--- src/iqlir_pkg.sv ---
// Package for the linear interpolation resampler: widths, constants, types.
// No dependencies.
`timescale 1ns / 1ps

package iqlir_pkg;

    localparam int unsigned SAMPLE_W      = 32;
    localparam int unsigned RAW_W         = 2 * SAMPLE_W;
    localparam int unsigned FRAC_W        = 11;
    localparam int unsigned IDX_W         = 11;
    localparam int unsigned OUTS_PER_BLOCK = 2048;
    localparam logic [IDX_W-1:0] LAST_INDEX = IDX_W'(OUTS_PER_BLOCK - 1);

    typedef logic signed [SAMPLE_W-1:0] t_sample;

    typedef struct packed {
        logic              fire;
        logic [FRAC_W-1:0] frac;
        logic [IDX_W-1:0]  index;
        logic              last;
    } t_phase_info;

endpackage

--- src/iq_linear_interp_resampler_unit.sv ---
// Linear interpolation IQ resampler, IN_PER_BLOCK input samples to 2048 outputs.
// Top level; depends on iqlir_pkg, iqlir_phase and iqlir_lerp.
//
// Input channel: i_in_valid / o_in_ready carry one raw 64-bit IQ sample
// (bits 31:0 I, bits 63:32 Q, signed). Output channel: o_out_valid /
// i_out_ready carry interpolated I and Q (signed, input scale), the output's
// index within its 2048-sample block, and a flag on the block's last output.
// Config channel: i_cfg_valid / o_cfg_ready writes the I/Q swap bit; it is
// always ready and takes effect from the next sample.
// An input item produces zero or one output item. The first sample after
// reset only primes the previous-sample register.
// An input item that completes an output goes to the input stage register,
// then the multiply-add writes the result into the output register.
// Throughput: one input item per cycle while o_in_ready is high, with a
// combinational multiply-add per component between the two registers.
// Reset clears the swap bit, the block position, the phase and both
// pipeline valid bits. When the receiver stalls, the output register holds
// and the stage behind it fills; o_in_ready drops only when both are full.
`timescale 1ns / 1ps

module iq_linear_interp_resampler_unit
    import iqlir_pkg::*;
#(
    parameter int unsigned IN_PER_BLOCK = 3072
) (
    input  logic              i_clk,
    input  logic              i_rst_n,
    input  logic              i_cfg_valid,
    output logic              o_cfg_ready,
    input  logic              i_cfg_data,
    input  logic              i_in_valid,
    output logic              o_in_ready,
    input  logic [RAW_W-1:0]  i_sample_bytes,
    output logic              o_out_valid,
    input  logic              i_out_ready,
    output t_sample           o_out_i,
    output t_sample           o_out_q,
    output logic [IDX_W-1:0]  o_out_index,
    output logic              o_block_last
);

    logic              r_swap;
    t_sample           r_prev_i, r_prev_q;

    logic              r_s1_valid;
    t_sample           r_s1_prev_i, r_s1_prev_q, r_s1_cur_i, r_s1_cur_q;
    logic [FRAC_W-1:0] r_s1_frac;
    logic [IDX_W-1:0]  r_s1_index;
    logic              r_s1_last;

    logic              r_out_valid;
    t_sample           r_out_i, r_out_q;
    logic [IDX_W-1:0]  r_out_index;
    logic              r_out_last;

    t_sample           cur_i, cur_q, lerp_i, lerp_q;
    logic              in_accept, out_free, s1_take;
    t_phase_info       phase;

    assign o_cfg_ready = 1'b1;
    assign cur_i       = r_swap ? i_sample_bytes[RAW_W-1:SAMPLE_W] : i_sample_bytes[SAMPLE_W-1:0];
    assign cur_q       = r_swap ? i_sample_bytes[SAMPLE_W-1:0] : i_sample_bytes[RAW_W-1:SAMPLE_W];
    assign out_free    = !r_out_valid || i_out_ready;
    assign s1_take     = !r_s1_valid || out_free;
    assign o_in_ready  = s1_take;
    assign in_accept   = i_in_valid && s1_take;

    iqlir_phase #(
        .IN_PER_BLOCK(IN_PER_BLOCK)
    ) u_phase (
        .i_clk    (i_clk),
        .i_rst_n  (i_rst_n),
        .i_accept (in_accept),
        .o_info   (phase)
    );

    iqlir_lerp u_lerp_i (
        .i_a    (r_s1_prev_i),
        .i_b    (r_s1_cur_i),
        .i_frac (r_s1_frac),
        .o_y    (lerp_i)
    );

    iqlir_lerp u_lerp_q (
        .i_a    (r_s1_prev_q),
        .i_b    (r_s1_cur_q),
        .i_frac (r_s1_frac),
        .o_y    (lerp_q)
    );

    always_ff @(posedge i_clk) begin
        if (!i_rst_n) begin
            r_swap      <= 1'b0;
            r_s1_valid  <= 1'b0;
            r_out_valid <= 1'b0;
        end else begin
            if (i_cfg_valid) begin
                r_swap <= i_cfg_data;
            end
            if (s1_take) begin
                r_s1_valid <= in_accept && phase.fire;
            end
            if (out_free) begin
                r_out_valid <= r_s1_valid;
            end
        end
    end

    always_ff @(posedge i_clk) begin
        if (in_accept) begin
            r_prev_i <= cur_i;
            r_prev_q <= cur_q;
        end
        if (in_accept && phase.fire) begin
            r_s1_prev_i <= r_prev_i;
            r_s1_prev_q <= r_prev_q;
            r_s1_cur_i  <= cur_i;
            r_s1_cur_q  <= cur_q;
            r_s1_frac   <= phase.frac;
            r_s1_index  <= phase.index;
            r_s1_last   <= phase.last;
        end
        if (r_s1_valid && out_free) begin
            r_out_i     <= lerp_i;
            r_out_q     <= lerp_q;
            r_out_index <= r_s1_index;
            r_out_last  <= r_s1_last;
        end
    end

    assign o_out_valid  = r_out_valid;
    assign o_out_i      = r_out_i;
    assign o_out_q      = r_out_q;
    assign o_out_index  = r_out_index;
    assign o_block_last = r_out_last;

endmodule

--- src/iqlir_phase.sv ---
// Block position and output phase tracking of the resampler.
// Depends on iqlir_pkg.
`timescale 1ns / 1ps

module iqlir_phase
    import iqlir_pkg::*;
#(
    parameter int unsigned IN_PER_BLOCK = 3072
) (
    input  logic        i_clk,
    input  logic        i_rst_n,
    input  logic        i_accept,
    output t_phase_info o_info
);

    localparam int unsigned POS_W  = $clog2(IN_PER_BLOCK + 1);
    localparam int unsigned BASE_W = $clog2(IN_PER_BLOCK);
    localparam int unsigned ACC_W  = FRAC_W + BASE_W;
    localparam logic [POS_W-1:0] POS_END  = POS_W'(IN_PER_BLOCK);
    localparam logic [POS_W-1:0] POS_ONE  = POS_W'(1);
    localparam logic [ACC_W-1:0] ACC_STEP = ACC_W'(IN_PER_BLOCK);

    logic [POS_W-1:0] r_pos, n_pos;
    logic [ACC_W-1:0] r_acc, n_acc;
    logic [IDX_W-1:0] r_next, n_next;

    logic [POS_W-1:0] base_p1;
    logic             hit;
    logic             last;

    always_comb begin
        base_p1 = POS_W'(r_acc[ACC_W-1:FRAC_W]) + POS_ONE;
        hit     = (r_pos != '0) && (base_p1 == r_pos);
        last    = (r_next == LAST_INDEX);

        o_info.fire  = hit;
        o_info.frac  = r_acc[FRAC_W-1:0];
        o_info.index = r_next;
        o_info.last  = last;

        n_pos  = r_pos;
        n_acc  = r_acc;
        n_next = r_next;
        if (i_accept) begin
            if (r_pos == '0 || r_pos >= POS_END) begin
                n_pos = POS_ONE;
            end else begin
                n_pos = r_pos + POS_ONE;
            end
            if (hit) begin
                if (last) begin
                    n_acc  = '0;
                    n_next = '0;
                end else begin
                    n_acc  = r_acc + ACC_STEP;
                    n_next = r_next + IDX_W'(1);
                end
            end
        end
    end

    always_ff @(posedge i_clk) begin
        if (!i_rst_n) begin
            r_pos  <= '0;
            r_acc  <= '0;
            r_next <= '0;
        end else begin
            r_pos  <= n_pos;
            r_acc  <= n_acc;
            r_next <= n_next;
        end
    end

endmodule

--- src/iqlir_lerp.sv ---
// One-component linear interpolation: floor((a*(2048-f) + b*f) / 2048).
// Depends on iqlir_pkg.
`timescale 1ns / 1ps

module iqlir_lerp
    import iqlir_pkg::*;
(
    input  t_sample           i_a,
    input  t_sample           i_b,
    input  logic [FRAC_W-1:0] i_frac,
    output t_sample           o_y
);

    localparam int unsigned DIFF_W = SAMPLE_W + 1;
    localparam int unsigned PROD_W = DIFF_W + FRAC_W + 1;
    localparam int unsigned SUM_W  = SAMPLE_W + 2;

    logic signed [DIFF_W-1:0] diff;
    logic signed [PROD_W-1:0] prod;
    logic signed [SUM_W-1:0]  sum;

    always_comb begin
        diff = DIFF_W'(i_b) - DIFF_W'(i_a);
        prod = diff * $signed({1'b0, i_frac});
        sum  = SUM_W'(i_a) + $signed(prod[PROD_W-1:FRAC_W]);
        o_y  = sum[SAMPLE_W-1:0];
    end

endmodule

--- config.mk ---
export PLATFORM = sky130hd
export DESIGN_NAME = iq_linear_interp_resampler_unit
export DESIGN_NICKNAME = d
export VERILOG_FILES = /design/src/iqlir_pkg.sv /design/src/iq_linear_interp_resampler_unit.sv /design/src/iqlir_phase.sv /design/src/iqlir_lerp.sv
export SDC_FILE = /design/constraint.sdc
export NUM_CORES = 1
export LEC_CHECK = 0
export ABC_CLOCK_PERIOD_IN_PS = 8400
export BUFFER_PORTS_ARGS = -buffer_cell sky130_fd_sc_hd__buf_2
export CELL_PAD_IN_SITES_DETAIL_PLACEMENT = 1
export CELL_PAD_IN_SITES_GLOBAL_PLACEMENT = 2
export CORE_MARGIN = 8
export CORE_UTILIZATION = 30
export CTS_BUF_LIST = sky130_fd_sc_hd__clkbuf_8
export CTS_CLUSTER_DIAMETER = 100
export DETAILED_ROUTE_END_ITERATION = 7
export GPL_ROUTABILITY_DRIVEN = 0
export PLACE_DENSITY = 0.66
export SYNTH_ARGS = -nofsm -noshare
export SYNTH_HDL_FRONTEND = slang
export SYNTH_SLANG_ARGS = --single-unit
--- constraint.sdc ---
create_clock -name i_clk -period 8.4 [get_ports i_clk]
set_input_delay 2.1 -clock i_clk [delete_from_list [all_inputs] [get_ports i_clk]]
set_output_delay 2.1 -clock i_clk [all_outputs]
set_load 0.03 [all_outputs]
==> reports/qor.csv <==
metric;value;unit
Initial Util;0.3019;
Final min period;7.517;ns
Placement Rows;113;
Achievable Freq;0.1330;GHz
post-route DRC violation count;0;
final hold vios;0;
ANT cells;0;
area leader, netlist;edfxtp_1;
TritonCTS clock tree;built;
dominant cell by count in the synthesized netlist;inv_1;
cell count after synthesis;2747;
Post-Route Utilization;0.3517;
Reg2Reg Depth;28;
Antenna Nets Post-Route;0;
flop2flop setup slack;0.88;ns
Die Span Y;325.0;µm
P_sw;0.004829;W
top-area cell type share of the netlist area;0.2946;
CTS HTree Levels;2;
average vias per placed instance;4.515;
LEAKAGE;15.99;nW
maximum vdd drop;0.0002078;V
Max-slew headroom;0.1743;
worst path required time;8.87;ns
CP top delay family;adder cells;
Seq/Total Area, Yosys;0.3218;
ys flop type;edfxtp_1;
Buf/Inv on CP;4;
first-pass GRT wire length;115.2;mm
fin crit share;0.8948;
largest net degree at the start of global routing;157;
hold path endpoint;o_out_index[5]$_DFFE_PP_;
Critical Path Sink Type;register;
Final Cell Area;33360;µm²
number of global-route vias before repair;21800;
Slew Limit Fails;0;
Clock Latency Late Sink;0.73;ns
Clk pwr share;0.159;
drt pass-1 iters;5;
synthesized area;28640;µm²
CORE AREA;94870;µm²
Post-CTS Resized;0;
total negative slack;0;ns
RR Endpoint;o_out_i[31]$_DFFE_PP_;
Int Power;0.006181;W
worst hold start;r_s1_index[5]$_DFFE_PP_;
Logic pwr share;0.641;
Port Buffers;147;
Synth top cells by count;inv_1 (471), ha_1 (421), edfxtp_1 (281);
RSZ-0062 raised after global routing;false;
I/O pin count;149;
nets@finish;3903;
clock tree buffer depth;3;
Synth cell types;75;
endpoints failing setup;0;
Avg Synthesized Cell Area;10.43;µm²
hold_ws;0.4127;ns
Startpoint Class;register;
#FFs+latches synth;320;
async set or reset register ratio after synthesis;0;
Die Area;105600;µm²
synthesis-to-layout area growth;16.48;%
Num CTS Buffers;61;
Via Count;20470;
PD cells;330.0;nW/µm²
Slowest-stage cell, CP;fa_1;
Worst-Margin Slew;1.226;ns
overall die width;325.0;µm
slowest stage delay, CP;0.49;ns
clock-pin slew on the worst setup and hold paths;0.07;ns
layout cells sized above 1;0.1031;
Sequential Power Share;0.200;
critical path arrival;7.99;ns
antenna violations before repair;7;
First DRT Iteration DRCs;787;
routed length per instance;15.65;µm
DP Worst Slack;0.8552;ns
Worst Setup Path Type;reg2reg;
CP max FO;4;
Sw Share;0.4386;
Hold Buf Count CTS;0;
worst r2r src;r_s1_prev_i[2]$_DFFE_PP_;
post-detail-place hpwl;58.60;mm
Clock Tree Root;clkbuf_8;
EDFF count, synth;281;
Final Worst Setup Slack;0.8835;ns
outcome;complete, no violations;
DRT Wirelength;70.94;mm
total congestion overflow;0;
Cell Area, Placed;31990;µm²
Synthesis Warnings;0;
Post-CTS Setup Repair Bufs;0;
worst min path class;reg2reg;
max_cap viols;0;
Cells on Worst Hold Path;0;
clock sink count;320;
dominant cells by area after synthesis;edfxtp_1 (29%), ha_1 (18%), fa_1 (13%);
global-route usage over all layers;0.1339;
clock skew;0.03741;ns
## metrics by stage
stage | total power [W] | std cells
6_report | 0.01101 | 4533
5_1_grt | 0.01215 | 4533
4_1_cts | 0.01106 | 4533
3_5_place_dp | 0.009187 | 4421
3_3_place_gp | 0.009080 | 4421
2_1_floorplan | 0.007596 | 3037
## cells in the final DEF (no fill, tap or decap), types with 10 or more instances in the layout
cell	synthesis	final
nand2_1	104	104
a21boi_0	12	12
nand3_1	47	47
a21oi_1	145	145
clkbuf_8	0	62
o21bai_1	19	19
edfxtp_1	281	281
bufinv_16	0	10
inv_1	471	484
or3_1	14	14
nor3_1	46	46
and3_1	18	18
mux2_2	64	64
a211oi_1	21	21
a31oi_1	19	19
fa_1	193	193
nand4_1	19	19
xor2_1	77	77
o21a_1	43	43
xnor2_1	120	120
a21o_1	76	76
buf_2	5	147
or2_2	14	14
conb_1	2	292
o21ai_0	77	77
nor2b_1	32	31
and2_1	12	12
clkinv_1	2	12
nand2b_1	26	26
nor2_1	183	183
ha_1	421	421
dfxtp_1	39	38
## metal layers
| metal | vias to the layer above | GRT usage | wire (µm) |
|---|---|---|---|
| li1 | 9984 | - | - |
| met1 | 10150 | 0.1769 | 33180 |
| met2 | 264 | 0.2275 | 33820 |
| met3 | 69 | 0.02224 | 2571 |
| met4 | 0 | 0.03216 | 1373 |
| met5 | - | 0 | 0 |
## cell type report
class,count,area (µm²)
clock buffers,62,853.3
fillers,10930,61510
well taps,1265,1583
inverters,473,1775
clock inverters,50,519.2
multi-input cells,2207,18600
repair buffers,156,815.8
flip-flops and latches,320,9220
## state kept, by name, indices dropped and copies added (netlist names), 12 cells and up
signal         count
u_phase.r_pos     12
r_s1_cur_i        32
r_prev_i          32
r_s1_cur_q        32
u_phase.r_acc     13
r_s1_prev_i       32
o_out_q           32
r_prev_q          32
o_out_i           32
r_s1_prev_q       32
## power groups by stage
stage	Sequential, W	Clock [W]	Combinational (W)
global route	0.00221	0.00189	0.00804
detailed placement	0.00224	0	0.00694
global placement	0.00224	0	0.00684
finish	0.00221	0.00175	0.00706
CTS	0.00221	0.00184	0.00701
floorplan	0.00230	0	0.00530
## cell families (layout without fill, tap and decap cells)
logic type,count (synthesis),after routing,synth area share
AO/OA/AOI/OAI,492,492,0.1127
XOR/XNOR,199,199,0.06181
adder cells (fa/ha/maj),614,614,0.3188
buffers and inverters,510,741,0.06718
flip-flops,320,320,0.3218
multiplexers,69,69,0.02691
other,2,292,0.0002622
AND/OR/NAND/NOR,541,541,0.09059
## worst max path at each step
stage / from / endpoint / slack (ns) / cells after the start
final: r_s1_prev_i[2]$_DFFE_PP_ / o_out_i[31]$_DFFE_PP_ / 0.88 / 28
after global routing: r_s1_cur_i[0]$_DFFE_PP_ / o_out_i[31]$_DFFE_PP_ / 0.48 / 29
after CTS: r_s1_prev_i[2]$_DFFE_PP_ / o_out_i[31]$_DFFE_PP_ / 0.86 / 28
after detailed placement: r_s1_prev_i[2]$_DFFE_PP_ / o_out_i[31]$_DFFE_PP_ / 0.86 / 28
after global placement: r_s1_prev_i[2]$_DFFE_PP_ / o_out_i[31]$_DFFE_PP_ / 0.99 / 28
after floorplan: r_s1_prev_i[0]$_DFFE_PP_ / o_out_i[31]$_DFFE_PP_ / 1.64 / 27
No activity file was read; power rests on OpenSTA's default activity.
